<file path="src/design/byte_rle_stream_encoder_unit_defines.svh">
// ----------------------------------------------------------------------------
// Byte RLE stream encoder assertion macros
// Shared concurrent assertion forms, sampled on clk and held off during reset.
// ----------------------------------------------------------------------------
`ifndef BYTE_RLE_STREAM_ENCODER_UNIT_DEFINES_SVH
`define BYTE_RLE_STREAM_ENCODER_UNIT_DEFINES_SVH

// Same-cycle implication.
`define BRLE_ASSERT_NOW(lbl, ante, cons) \
  lbl: assert property (@(posedge clk) disable iff (!rst_n) (ante) |-> (cons)) \
    else $error("brle assertion failed");

// Next-cycle implication.
`define BRLE_ASSERT_NEXT(lbl, ante, cons) \
  lbl: assert property (@(posedge clk) disable iff (!rst_n) (ante) |=> (cons)) \
    else $error("brle assertion failed");

`endif

</file>
<file path="src/design/brle_pkg.sv">
// ----------------------------------------------------------------------------
// Byte RLE encoder package
// Constants and types shared by the encoder step logic and the top level.
// ----------------------------------------------------------------------------
`timescale 1ns / 1ps

package brle_pkg;

  localparam int unsigned MaxResults = 6;
  localparam int unsigned CountW     = $clog2(MaxResults + 1);
  localparam int unsigned IndexW     = $clog2(MaxResults);

  localparam logic [7:0]  MarkBit    = 8'h80;
  localparam logic [7:0]  LitEscape  = 8'h81;
  localparam logic [7:0]  Newline    = 8'h0A;
  localparam logic [6:0]  MaxRun     = 7'd127;
  localparam logic [6:0]  MinRepeat  = 7'd3;
  localparam logic [15:0] LineMax    = 16'hFFFF;

  // Encoder state carried from one byte to the next.
  typedef struct packed {
    logic [7:0]  run_byte;
    logic [6:0]  run_length;
    logic [15:0] newline_total;
  } state_t;

  // All result beats caused by one input byte.
  typedef struct packed {
    logic [MaxResults-1:0][7:0] bytes;
    logic [CountW-1:0]          count;
    logic                       fin;
    logic [15:0]                lines;
  } burst_t;

endpackage

</file>
<file path="src/design/byte_rle_stream_encoder_unit.sv">
// ----------------------------------------------------------------------------
// Byte RLE stream encoder
// Run-length encodes a byte stream, one raw byte per beat, with line count.
// ----------------------------------------------------------------------------
// Usage: raw bytes enter on the in_ channel, one per beat, with in_final_byte
// set on the last byte of a buffer. Compressed bytes leave on the out_ channel,
// one per beat. Both channels move a beat when valid is high and stall is low.
// Each input byte causes zero to six output beats; out_group_last marks the
// last beat of an input's group and out_buffer_end the last beat of a buffer,
// where out_line_count holds the saturating newline count of that buffer.
// The first beat of a group is offered the cycle after the input beat is
// accepted. Throughput: one input beat per cycle while each byte causes at
// most one output beat and out_stall stays low; a byte that causes more beats
// holds in_stall high while the six-entry burst register drains one beat per
// unstalled cycle; the next byte enters as the group's last beat is taken.
// Reset (synchronous, active low) closes any open run without output, clears
// the line count and drops any pending beats. When the receiver stalls, the
// current beat is held and in_stall stays high while any beat of the loaded
// group is still pending.
// ----------------------------------------------------------------------------
`timescale 1ns / 1ps
`include "byte_rle_stream_encoder_unit_defines.svh"

module byte_rle_stream_encoder_unit (
  input  logic        clk,
  input  logic        rst_n,
  input  logic        in_valid,
  output logic        in_stall,
  input  logic [7:0]  in_data_byte,
  input  logic        in_final_byte,
  output logic        out_valid,
  input  logic        out_stall,
  output logic [7:0]  out_code_byte,
  output logic        out_group_last,
  output logic        out_buffer_end,
  output logic [15:0] out_line_count
);

  // Encoder state: open run and the buffer's newline count.
  brle_pkg::state_t st_r;
  brle_pkg::state_t st_nxt;
  brle_pkg::burst_t burst_nxt;

  // Burst register: all beats of the current group plus a read index.
  logic [brle_pkg::MaxResults-1:0][7:0] bytes_r;
  logic [brle_pkg::CountW-1:0]          cnt_r;
  logic [brle_pkg::IndexW-1:0]          idx_r;
  logic                                 fin_r;
  logic [15:0]                          lines_r;
  logic                                 out_valid_r;

  logic in_accept;
  logic out_take;
  logic last_beat;
  logic burst_free;

  brle_step u_step (
    .st         (st_r),
    .data_byte  (in_data_byte),
    .final_byte (in_final_byte),
    .st_nxt     (st_nxt),
    .burst      (burst_nxt)
  );

  // The last beat of a group is offered when the index reaches count - 1.
  assign last_beat  = (brle_pkg::CountW'(idx_r) + brle_pkg::CountW'(1)) == cnt_r;
  assign out_take   = out_valid_r && !out_stall;
  // A new byte may enter when nothing is pending or the last beat leaves now.
  assign burst_free = !out_valid_r || (out_take && last_beat);
  assign in_accept  = in_valid && burst_free;
  assign in_stall   = !burst_free;

  always_ff @(posedge clk) begin
    if (!rst_n) begin
      st_r        <= '0;
      out_valid_r <= 1'b0;
      cnt_r       <= '0;
      idx_r       <= '0;
    end else begin
      if (in_accept) begin
        st_r        <= st_nxt;
        bytes_r     <= burst_nxt.bytes;
        cnt_r       <= burst_nxt.count;
        fin_r       <= burst_nxt.fin;
        lines_r     <= burst_nxt.lines;
        idx_r       <= '0;
        out_valid_r <= (burst_nxt.count != '0);
      end else if (out_take) begin
        if (last_beat) begin
          out_valid_r <= 1'b0;
        end else begin
          idx_r <= idx_r + brle_pkg::IndexW'(1);
        end
      end
    end
  end

  assign out_valid      = out_valid_r;
  assign out_code_byte  = bytes_r[idx_r];
  assign out_group_last = last_beat;
  assign out_buffer_end = last_beat && fin_r;
  assign out_line_count = lines_r;

  // A byte only enters while no beat but the departing last one is pending.
  `BRLE_ASSERT_NOW(a_accept_free, in_valid && !in_stall && out_valid,
                   !out_stall && out_group_last)
  // The read index always stays inside the loaded group.
  `BRLE_ASSERT_NOW(a_index_range, out_valid_r,
                   brle_pkg::CountW'(idx_r) < cnt_r)
  // A buffer's final byte always produces at least one beat.
  `BRLE_ASSERT_NEXT(a_final_emits, in_valid && !in_stall && in_final_byte,
                    out_valid)

endmodule

</file>
<file path="src/design/brle_step.sv">
// ----------------------------------------------------------------------------
// Byte RLE encoder step
// Combinational next state and output burst for one accepted input byte.
// ----------------------------------------------------------------------------
`timescale 1ns / 1ps

module brle_step (
  input  brle_pkg::state_t st,
  input  logic [7:0]       data_byte,
  input  logic             final_byte,
  output brle_pkg::state_t st_nxt,
  output brle_pkg::burst_t burst
);

  typedef struct packed {
    logic [3:0][7:0] bytes;
    logic [2:0]      count;
  } seg_t;

  // Encoding of a closed run: a marker pair for long runs, literals otherwise.
  function automatic seg_t close_seg(input logic [7:0] b, input logic [6:0] len);
    seg_t s;
    s = '0;
    if (len >= brle_pkg::MinRepeat) begin
      s.bytes[0] = brle_pkg::MarkBit | {1'b0, len};
      s.bytes[1] = b;
      s.count    = 3'd2;
    end else if (len == 7'd1) begin
      if (b[7]) begin
        s.bytes[0] = brle_pkg::LitEscape;
        s.bytes[1] = b;
        s.count    = 3'd2;
      end else begin
        s.bytes[0] = b;
        s.count    = 3'd1;
      end
    end else if (len == 7'd2) begin
      if (b[7]) begin
        s.bytes[0] = brle_pkg::LitEscape;
        s.bytes[1] = b;
        s.bytes[2] = brle_pkg::LitEscape;
        s.bytes[3] = b;
        s.count    = 3'd4;
      end else begin
        s.bytes[0] = b;
        s.bytes[1] = b;
        s.count    = 3'd2;
      end
    end
    return s;
  endfunction

  logic       extend;
  logic [6:0] new_len;
  logic       close_new;
  seg_t       seg_a;
  seg_t       seg_b;
  logic [2:0] b_pos;

  assign extend    = (st.run_length != 7'd0) && (data_byte == st.run_byte) &&
                     (st.run_length != brle_pkg::MaxRun);
  assign new_len   = extend ? (st.run_length + 7'd1) : 7'd1;
  assign close_new = (new_len == brle_pkg::MaxRun) || final_byte;

  always_comb begin
    seg_a = extend ? '0 : close_seg(st.run_byte, st.run_length);
    seg_b = close_new ? close_seg(data_byte, new_len) : '0;
  end

  // Concatenate the closed old run and the closed new run, then advance the
  // open run and the newline count.
  always_comb begin
    burst.bytes = '0;
    b_pos       = '0;
    for (int k = 0; k < brle_pkg::MaxResults; k++) begin
      b_pos = 3'(k) - seg_a.count;
      if (3'(k) < seg_a.count) begin
        burst.bytes[k] = seg_a.bytes[k[1:0]];
      end else if (b_pos < seg_b.count) begin
        burst.bytes[k] = seg_b.bytes[b_pos[1:0]];
      end
    end
    burst.count = brle_pkg::CountW'(seg_a.count) + brle_pkg::CountW'(seg_b.count);

    st_nxt.run_byte      = data_byte;
    st_nxt.run_length    = close_new ? 7'd0 : new_len;
    st_nxt.newline_total = st.newline_total;
    if ((data_byte == brle_pkg::Newline) && (st.newline_total != brle_pkg::LineMax)) begin
      st_nxt.newline_total = st.newline_total + 16'd1;
    end
    burst.lines = st_nxt.newline_total;
    burst.fin   = final_byte;
    if (final_byte) begin
      st_nxt.newline_total = '0;
    end
  end

endmodule
</file>
<file path="config.mk">
export PLATFORM = sky130hd
export DESIGN_NAME = byte_rle_stream_encoder_unit
export DESIGN_NICKNAME = d
export VERILOG_FILES = /design/src/design/brle_pkg.sv /design/src/design/byte_rle_stream_encoder_unit.sv /design/src/design/brle_step.sv
export VERILOG_INCLUDE_DIRS = /design/src /design/src/design
export SDC_FILE = /design/constraint.sdc
export NUM_CORES = 1
export LEC_CHECK = 0
export ABC_AREA = 1
export ABC_CLOCK_PERIOD_IN_PS = 7850
export BUFFER_PORTS_ARGS = -buffer_cell sky130_fd_sc_hd__buf_2
export CORE_MARGIN = 4
export CORE_UTILIZATION = 40
export DETAILED_ROUTE_END_ITERATION = 8
export PLACE_DENSITY = 0.59
export SKIP_CTS_REPAIR_TIMING = 1
export SYNTH_ARGS = -nofsm -noshare
export SYNTH_HDL_FRONTEND = slang
export SYNTH_SLANG_ARGS = --single-unit
export TNS_END_PERCENT = 1
</file>
<file path="constraint.sdc">
create_clock -name clk -period 7.85 [get_ports clk]
set_input_delay 1.57 -clock clk [delete_from_list [all_inputs] [get_ports clk]]
set_output_delay 1.57 -clock clk [all_outputs]
set_load 0.05 [all_outputs]
</file>
==> results.yml, run 1 <==
route:
  drt-total-wl_mm: 18.4
  vias_per_cell: 5.33
  dr.first_iter.drc_count: 522
  ant_nets: 0
  drc: 0
  wl_per_cell_um: 17.2
  vias: 5712
  drt-pass1-iter-count: 6
run_status:
  status: "finished, final reports clean"
global_route:
  overflow: 0
  grt_pass1_vias: 5206
  grt_pass1_wl_mm: 29.1
  grt_usage_pct: 20.6
  antenna_found_initial: 0
  grt_max_degree: 66
final_layout:
  fin_nets: 889
  final_common_cell: "nand2_1"
  multi_input_area_um2: 3290
  seqCellArea_um2: 2710
  n_fill_cell: 1638
  area_growth_syn_to_layout_pct: 9.49
  n_antenna_cell: 0
  layout-drive-gt1-share_pct: 14.9
  layout_common_cells: "172 x nand2_1, 95 x nand3_1, 86 x nor2_1, 76 x inv_1, 65 x edfxtp_1"
power:
  p_int_mw: 0.905
  clkPwrFrac_pct: 35.8
  swShare_pct: 30.8
  p_sw_mw: 0.403
  p_per_area_nw_per_um2: 183
  finalPower_mw: 1.31
  leakage_nw: 3.06
  peakVddDrop_mv: 0.104
  power.share.sequential_pct: 47.3
  power_frac_comb_pct: 16.9
synthesis:
  synth_cells: 826
  ys_types: 47
  syn_nets: 865
  synth-main-ff-cell: "edfxtp_1"
  yosys_warnings: 0
  synth_area_um2: 6540
  yosysSeqAreaShare_pct: 41.5
  ys_top_cells_by_area: "edfxtp_1 30%, dfxtp_1 12%, nand2_1 9.9%"
  postSynthAreaPerCell_um2: 7.92
  async_reset_ff_share_pct: 0
  ys_seq_elements: 103
  synth_top_area_cell: "edfxtp_1"
  synth_edf_count: 65
  synth_top_area_share_pct: 29.8
clock_tree:
  clock_path_buffers: 2
  clkSinkCount: 103
  cts_root_buf: "clkbuf_16"
  numCtsBuffers: 9
  tritoncts: "built"
  h-tree-depth: 3
  clock_latency_ps: 360
  clk_pin_slew_worst_paths_ps: 70
floorplan:
  rows: 46
  pin_count: 41
  die-area_um2: 18500
  core-area_um2: 15900
  dieHeight_um: 136
  initial_core_util_pct: 41.0
  die_w_um: 136
critical_path:
  cpMaxStageDelayCell: "a211oi_1"
  crit_path_frequent_cell: "nand2_1"
  worstPathArrival_ps: 5590
  r2r_end: "bytes_r[43]$_DFFE_PP_"
  r2r-start: "st_r[16]$_SDFFE_PN0P_"
  crit_fanout: 19
  crit_path_start_kind: "input port"
  r2r_slack_ps: 3020
  cpPeakStageDelay_ps: 830
  critPathKind: "in2reg"
  critPathCaptureType: "register"
  r2r_cells: 16
  cp.required_ps: 8070
  crit_chain: "buf_2 > inv_1 > nand2_1 > nand2_1 > nor2_2 > nand3_2 > nor2_8 > a21oi_2 > nand2_1 > buf_4 > inv_2 > ha_1 > ha_1 > a211oi_1 > nand3_1 > nand2_1"
placed_design:
  port_buffers: 40
  place_ws_ps: 2180
  dp_hpwl_mm: 13.9
  gp_congestion: 0.923
sta:
  rsz0062_at_grt: "false"
  timing.slew.headroom_pct: 21.4
  period_share_pct: 68.3
  worst_pin_slew_ps: 1180
  finClkSkew_ps: 11.5
  fin_ws_ps: 2490
  setup_violations: 0
  setup_tns_ps: 0
  hold_viol: 0
  slew_violations: 0
  holdWs_ps: 497
  max_freq_mhz: 186
  period_needed_ps: 5360
job:
  max-cap-violations: 0
min_path:
  hold_class: "reg2reg"
  hp-start: "cnt_r[0]$_SDFFE_PN0P_"
  min_path_cells: 2
  holdPathEnd: "cnt_r[0]$_SDFFE_PN0P_"
[kinds of logic after synthesis]
kind of cell	after synthesis	share of synthesized area (%)
AO/OA/AOI/OAI	130	12.1
AND/OR/NAND/NOR	418	30.0
XOR/XNOR	22	3.06
adder cells (fa/ha/maj)	26	5.09
flip-flops	103	41.5
buffers and inverters	127	8.28
[power by group through the flow]
stage / registers, mW / clock network, mW / logic (mW)
6_report: 0.618 / 0.469 / 0.221
2_1_floorplan: 0.637 / 0 / 0.153
3_3_place_gp: 0.631 / 0 / 0.219
3_5_place_dp: 0.630 / 0 / 0.219
4_1_cts: 0.618 / 0.477 / 0.221
5_1_grt: 0.620 / 0.502 / 0.243
[final cells by class]
class                      instances  share of cell area [%]
clock inverter                     7                    1.12
tap                              216                    3.77
inverter                          97                    5.08
clock buffer                       9                    3.14
timing repair buffer              43                    3.11
multi-input combinational        596                    45.9
sequential                       103                    37.9
[metrics by stage]
stage	instance area [µm²]	std cells	utilization (%)
2_1_floorplan	6540	826	-
3_3_place_gp	6860	1055	43.0
3_5_place_dp	6860	1055	43.0
4_1_cts	7160	1071	44.9
5_1_grt	7160	1071	44.9
6_report	7160	1071	44.9
[sequential cells by signal, summed over array words and instances, names as in the netlist]
name and flops:
idx_r 3, st_r 31, fin_r 1, out_valid 1, cnt_r 3, out_line_count 16, bytes_r 48
[worst max-delay path, delay by kind of cell]
family | cells | cell delay [ps]
AOI/OAI and AO/OA | 2 | 1310
adders and majority gates | 2 | 590
buffers and inverters | 4 | 870
and+or+nand+nor | 8 | 1240
[cells in the mapped netlist, types with 7 or more instances]
library cell and n:
a21oi_1 17, buf_2 9, clkbuf_1 8, dfxtp_1 38, edfxtp_1 65, ha_1 25
inv_1 76, inv_2 18, nand2_1 172, nand2_2 7, nand3_1 95, nand4_1 19
nor2_1 86, nor2_2 13, o21ai_0 42, o21ai_1 14, o22ai_1 25, o32ai_1 9
xor2_1 19
[worst max path at each step]
stage / to / slack (ps) / depth (start not counted) / start
global placement: bytes_r[42]$_DFFE_PP_ / 2300 / 16 / in_data_byte[0]
global route: bytes_r[45]$_DFFE_PP_ / 2120 / 16 / in_data_byte[5]
detailed placement: bytes_r[43]$_DFFE_PP_ / 2180 / 16 / in_data_byte[0]
floorplan: bytes_r[23]$_DFFE_PP_ / 3220 / 21 / in_data_byte[7]
finish: bytes_r[43]$_DFFE_PP_ / 2490 / 16 / in_data_byte[0]
CTS: bytes_r[43]$_DFFE_PP_ / 2580 / 16 / in_data_byte[0]
[routing by layer]
metal	global-route usage (%)	vias up	routed length, µm
met5	0	-	0
met4	5.54	0	350
met3	3.96	27	1070
met2	30.9	185	8130
met1	30.3	2657	8850
li1	-	2843	-
Note: power is estimated with default switching activity, not from simulation.
==> inputs of run 2 (changes only) <==
ABC_CLOCK_PERIOD_IN_PS = 4400   (was 7850)
PLACE_DENSITY = 0.62   (was 0.59)
clock period = 4.4 ns   (was 7.85 ns; I/O delays follow)
==> run 2 against run 1 <==
Non-clock buffer count rose by 19. Critical endpoint is now bytes_r[41]$_DFFE_PP_. Worst setup slack got worse by 1800 ps. Register-to-register slack got worse by 2300 ps. Die area did not move. Largest cell class unchanged.
==> results.yml, run 2 (synthesis gave the netlist of run 1 again) <==
clock_tree:
  tritoncts: "built"
  clock_path_buffers: 2
  h-tree-depth: 3
  numCtsBuffers: 9
  clk_pin_slew_worst_paths_ps: 80
  clock_latency_ps: 370
  cts_root_buf: "clkbuf_16"
  clkSinkCount: 103
floorplan:
  rows: 46
  die-area_um2: 18500
  die_w_um: 136
  dieHeight_um: 136
  pin_count: 41
  core-area_um2: 15900
  initial_core_util_pct: 41.0
sta:
  period_needed_ps: 3700
  setup_tns_ps: 0
  period_share_pct: 84.1
  rsz0062_at_grt: "false"
  worst_pin_slew_ps: 844
  slew_violations: 0
  timing.slew.headroom_pct: 43.7
  hold_viol: 0
  finClkSkew_ps: 11.1
  setup_violations: 0
  max_freq_mhz: 270
  fin_ws_ps: 699
final_layout:
  final_common_cell: "nand2_1"
  seqCellArea_um2: 2710
  multi_input_area_um2: 3290
  n_fill_cell: 1624
  top_register: "bytes_r"
  largest_reg_flops: 48
  fin_nets: 908
  n_antenna_cell: 0
  final_cells: 1090
  layout-drive-gt1-share_pct: 16.8
  layout_common_cells: "172 x nand2_1, 95 x nand3_1, 86 x nor2_1, 76 x inv_1, 65 x edfxtp_1"
  area_growth_syn_to_layout_pct: 11.7
critical_path:
  cp.required_ps: 4620
  crit_chain: "buf_2 > inv_2 > nand2_2 > nand2_2 > nor2_4 > nand3_4 > nor2_8 > nand2_1 > nand2_1 > nor2_2 > nand2_4 > nand2_1 > nor3_2 > inv_1 > ha_1 > a21oi_1 > inv_1 > a211oi_1 > buf_4 > nand3_1 > nand2_1"
  crit_path_frequent_cell: "nand2_1"
  critPathKind: "in2reg"
  crit_path_start_kind: "input port"
  cpPeakStageDelay_ps: 310
  r2r_end: "bytes_r[41]$_DFFE_PP_"
  r2r_cells: 21
  path_buf_inv: 5
  cp_top_family: "simple AND/OR/NAND/NOR gates"
  critPathCaptureType: "register"
  crit_fanout: 16
  r2r-start: "st_r[17]$_SDFFE_PN0P_"
  r2r_slack_ps: 700
  worstPathArrival_ps: 3930
  cpMaxStageDelayCell: "ha_1"
global_route:
  grt_pass1_wl_mm: 29.5
  grt_usage_pct: 20.8
  grt_pass1_vias: 5351
  overflow: 0
  grt_max_degree: 66
  antenna_found_initial: 0
power:
  p_per_area_nw_per_um2: 323
  leakage_nw: 3.16
  peakVddDrop_mv: 0.195
  finalPower_mw: 2.36
min_path:
  hp-start: "cnt_r[0]$_SDFFE_PN0P_"
  hold_class: "reg2reg"
  min_path_cells: 2
  holdPathEnd: "cnt_r[0]$_SDFFE_PN0P_"
route:
  wl_per_cell_um: 16.9
  drt-total-wl_mm: 18.5
  drt-pass1-iter-count: 7
  dr.first_iter.drc_count: 514
  vias: 5711
  ant_nets: 0
  vias_per_cell: 5.24
  drc: 0
placed_design:
  port_buffers: 40
  gp_congestion: 0.960
  dp_hpwl_mm: 14.0
  place_ws_ps: 389
  post-place-cells: 1074
run_status:
  status: "finished, final reports clean"
job:
  max-cap-violations: 0
[run 2: cell types whose count changed in the layout (fill, tap and decap cells not counted)]
cell and delta:
buf_4 +19, inv_6 +3, clkinv_8 +2, clkinvlp_4 -2
bufinv_16 -1, clkinv_1 -1, clkinv_4 -1
[run 2: through the flow]
stage / hold slack, ps / area, µm² / utilization, %
2_1_floorplan: 472 / 6540 / -
3_3_place_gp: 490 / 7000 / 43.9
3_5_place_dp: 487 / 7000 / 43.9
4_1_cts: 499 / 7310 / 45.8
5_1_grt: 550 / 7310 / 45.8
6_report: 499 / 7310 / 45.8
[run 2: cell type report]
class,instances,area share [%]
Multi-Input combinational cell,596,45.0
Sequential cell,103,37.1
Clock buffer,9,3.08
Clock inverter,7,1.11
Tap cell,216,3.70
Timing Repair Buffer,62,5.00
Inverter,97,4.98
[run 2: layer usage]
layer	track usage, %	part of all wire, %	up-vias
met4	7.39	2.2	0
met5	0	0	-
met1	30.2	48	2646
met2	32.0	45	160
li1	-	-	2882
met3	2.70	4.8	23
[run 2: worst max-delay path by stage]
stage | start | endpoint | depth (start not counted)
after floorplan | in_data_byte[7] | bytes_r[23]$_DFFE_PP_ | 21
after global placement | in_data_byte[7] | bytes_r[39]$_DFFE_PP_ | 20
after detailed placement | in_data_byte[7] | bytes_r[41]$_DFFE_PP_ | 21
after CTS | st_r[17]$_SDFFE_PN0P_ | bytes_r[41]$_DFFE_PP_ | 21
after global routing | st_r[17]$_SDFFE_PN0P_ | bytes_r[41]$_DFFE_PP_ | 21
final | in_data_byte[7] | bytes_r[41]$_DFFE_PP_ | 21
[run 2: power by group]
| part | internal, mW | switching, mW | total (mW) |
|---|---|---|---|
| Clock | 0.409 | 0.428 | 0.837 |
| Combinational | 0.112 | 0.314 | 0.426 |
| Sequential | 1.07 | 0.0244 | 1.10 |
| Total | 1.59 | 0.767 | 2.36 |
[run 2: worst min-delay path, cell delays in order (launching register included)]
cell     delay (ps)
dfxtp_1         310
inv_1            60
o22ai_1          80
==> inputs of run 3 (changes only) <==
ABC_CLOCK_PERIOD_IN_PS = 3000   (was 4400)
clock period = 3 ns   (was 4.4 ns; I/O delays follow)
==> run 3 against run 2 <==
Worst hold slack improved by 5.1 ps. Non-clock buffer count grew 86. Die area unchanged. Largest power group unchanged. Clock power grew 45%. First-iteration DRC count down 19%. Via count grew 5.3%. Combinational power rose by 85%. Sequential power increased by 45%.
==> results.yml, run 3 (synthesis gave the netlist of run 1 again) <==
power:
  leakage_nw: 3.62
  clkPwrFrac_pct: 33.6
  swShare_pct: 30.5
  power.share.sequential_pct: 44.4
  p_sw_mw: 1.10
  p_per_area_nw_per_um2: 431
  p_int_mw: 2.50
  peakVddDrop_mv: 0.313
  power_frac_comb_pct: 22.0
floorplan:
  die_w_um: 136
  core-area_um2: 15900
  dieHeight_um: 136
  rows: 46
  die-area_um2: 18500
  pin_count: 41
  initial_core_util_pct: 41.0
placed_design:
  place_ws_ps: -315
  port_buffers: 40
  dp_hpwl_mm: 14.3
  gp_congestion: 0.920
clock_tree:
  clk_pin_slew_worst_paths_ps: 80
  tritoncts: "built"
  clock_latency_ps: 360
  cts_root_buf: "clkbuf_16"
  clkSinkCount: 103
  h-tree-depth: 3
  clock_path_buffers: 2
  numCtsBuffers: 9
global_route:
  grt_usage_pct: 20.6
  grt_max_degree: 66
  grt_pass1_wl_mm: 29.7
  antenna_found_initial: 0
  grt_pass1_vias: 5751
  overflow: 0
sta:
  period_share_pct: 99.1
  setup_violations: 0
  timing.slew.headroom_pct: 44.3
  max_freq_mhz: 336
  finClkSkew_ps: 14.4
  worst_pin_slew_ps: 836
  hold_viol: 0
  fin_ws_ps: 26.1
  slew_violations: 0
  rsz0062_at_grt: "true"
  period_needed_ps: 2970
critical_path:
  cp.required_ps: 3230
  crit_path_start_kind: "register"
  r2r_end: "bytes_r[29]$_DFFE_PP_"
  critPathKind: "reg2reg"
  r2r_cells: 20
  critPathCaptureType: "register"
  r2r-start: "st_r[26]$_SDFFE_PN0P_"
  worstPathArrival_ps: 3210
  crit_start: "st_r[26]$_SDFFE_PN0P_"
  r2r_slack_ps: 30
  crit_path_end: "bytes_r[29]$_DFFE_PP_"
  crit_fanout: 6
final_layout:
  seqCellArea_um2: 2730
  top_register: "bytes_r"
  n_fill_cell: 1548
  fin_nets: 995
  multi_input_area_um2: 3620
  layout_common_cells: "157 x nand2_1, 99 x buf_4, 92 x nand3_1, 79 x nor2_1"
  layout-drive-gt1-share_pct: 31.4
  n_antenna_cell: 0
  largest_reg_flops: 48
  final_common_cell: "nand2_1"
  fin_util_pct: 52.3
  area_growth_syn_to_layout_pct: 27.6
route:
  drt-pass1-iter-count: 7
  wl_per_cell_um: 15.8
  vias_per_cell: 5.11
  vias: 6012
  drc: 0
  dr.first_iter.drc_count: 417
  drt-total-wl_mm: 18.6
  ant_nets: 0
run_status:
  status: "finished, final reports clean"
job:
  max-cap-violations: 0
min_path:
  hold_class: "reg2reg"
-- run 3: cell types whose count changed in the layout (fill, tap and decap cells not counted), sizes merged --
| cell | delta |
|---|---|
| buf | +86 |
| inv | -4 |
| clkbuf | +3 |
| clkinv | +1 |
| nor2 | +1 |
-- run 3: power groups by stage --
stage	sequential (mW)	clock (mW)	combinational, mW
finish	1.60	1.21	0.790
global route	1.60	1.29	0.857
CTS	1.60	1.23	0.727
detailed placement	1.63	0	0.724
global placement	1.63	0	0.720
floorplan	1.67	0	0.438
-- run 3: worst max-delay path, cell delays in order (launching register included) --
cell and delay, ps:
dfxtp_1 390, inv_2 50, nand2_1 50, nand2_1 80, nor2_4 170, nand3_4 130, nor2_4 200, buf_6 130
nand3_4 70, nor2_4 150, nor2_4 70, nor3_4 200, inv_2 110, buf_6 130, ha_4 130, o21bai_1 140
a21oi_1 190, nand2_1 120, inv_2 150, nand3_1 100, nand2_1 70
-- run 3: area by class of cell --
class	instances	area share, %
Timing Repair Buffer	148	12.5
Multi-Input combinational cell	597	43.4
Tap cell	216	3.24
Clock inverter	4	0.300
Clock buffer	12	3.33
Sequential cell	103	32.7
Inverter	97	4.48
-- run 3: metrics by stage --
stage | power, mW | cell area, µm² | hold slack [ps] | instances | TNS, ps
after floorplan | 2.11 | 6660 | 472 | 826 | -8310
after global placement | 2.35 | 7690 | 486 | 1154 | -10130
after detailed placement | 2.35 | 7690 | 498 | 1154 | -12580
after CTS | 3.55 | 7990 | 510 | 1170 | -2020
after global routing | 3.75 | 8340 | 524 | 1177 | -4150
final | 3.59 | 8340 | 504 | 1177 | 0
-- run 3: routing by layer --
metal	vias up	track usage (%)	routed length [µm]
met5	-	0	0
met4	0	6.55	367
met3	28	4.07	1080
met2	146	32.6	8500
met1	2784	28.4	8650
li1	3054	-	-
-- run 3: worst min-delay path by stage --
stage | start | endpoint | slack [ps] | depth (start not counted)
global placement | cnt_r[0]$_SDFFE_PN0P_ | cnt_r[0]$_SDFFE_PN0P_ | 490 | 2
finish | st_r[28]$_SDFFE_PN0P_ | st_r[28]$_SDFFE_PN0P_ | 500 | 2
floorplan | cnt_r[0]$_SDFFE_PN0P_ | cnt_r[0]$_SDFFE_PN0P_ | 470 | 2
detailed placement | cnt_r[0]$_SDFFE_PN0P_ | cnt_r[0]$_SDFFE_PN0P_ | 500 | 2
global route | st_r[28]$_SDFFE_PN0P_ | st_r[28]$_SDFFE_PN0P_ | 520 | 2
CTS | cnt_r[0]$_SDFFE_PN0P_ | cnt_r[0]$_SDFFE_PN0P_ | 510 | 2
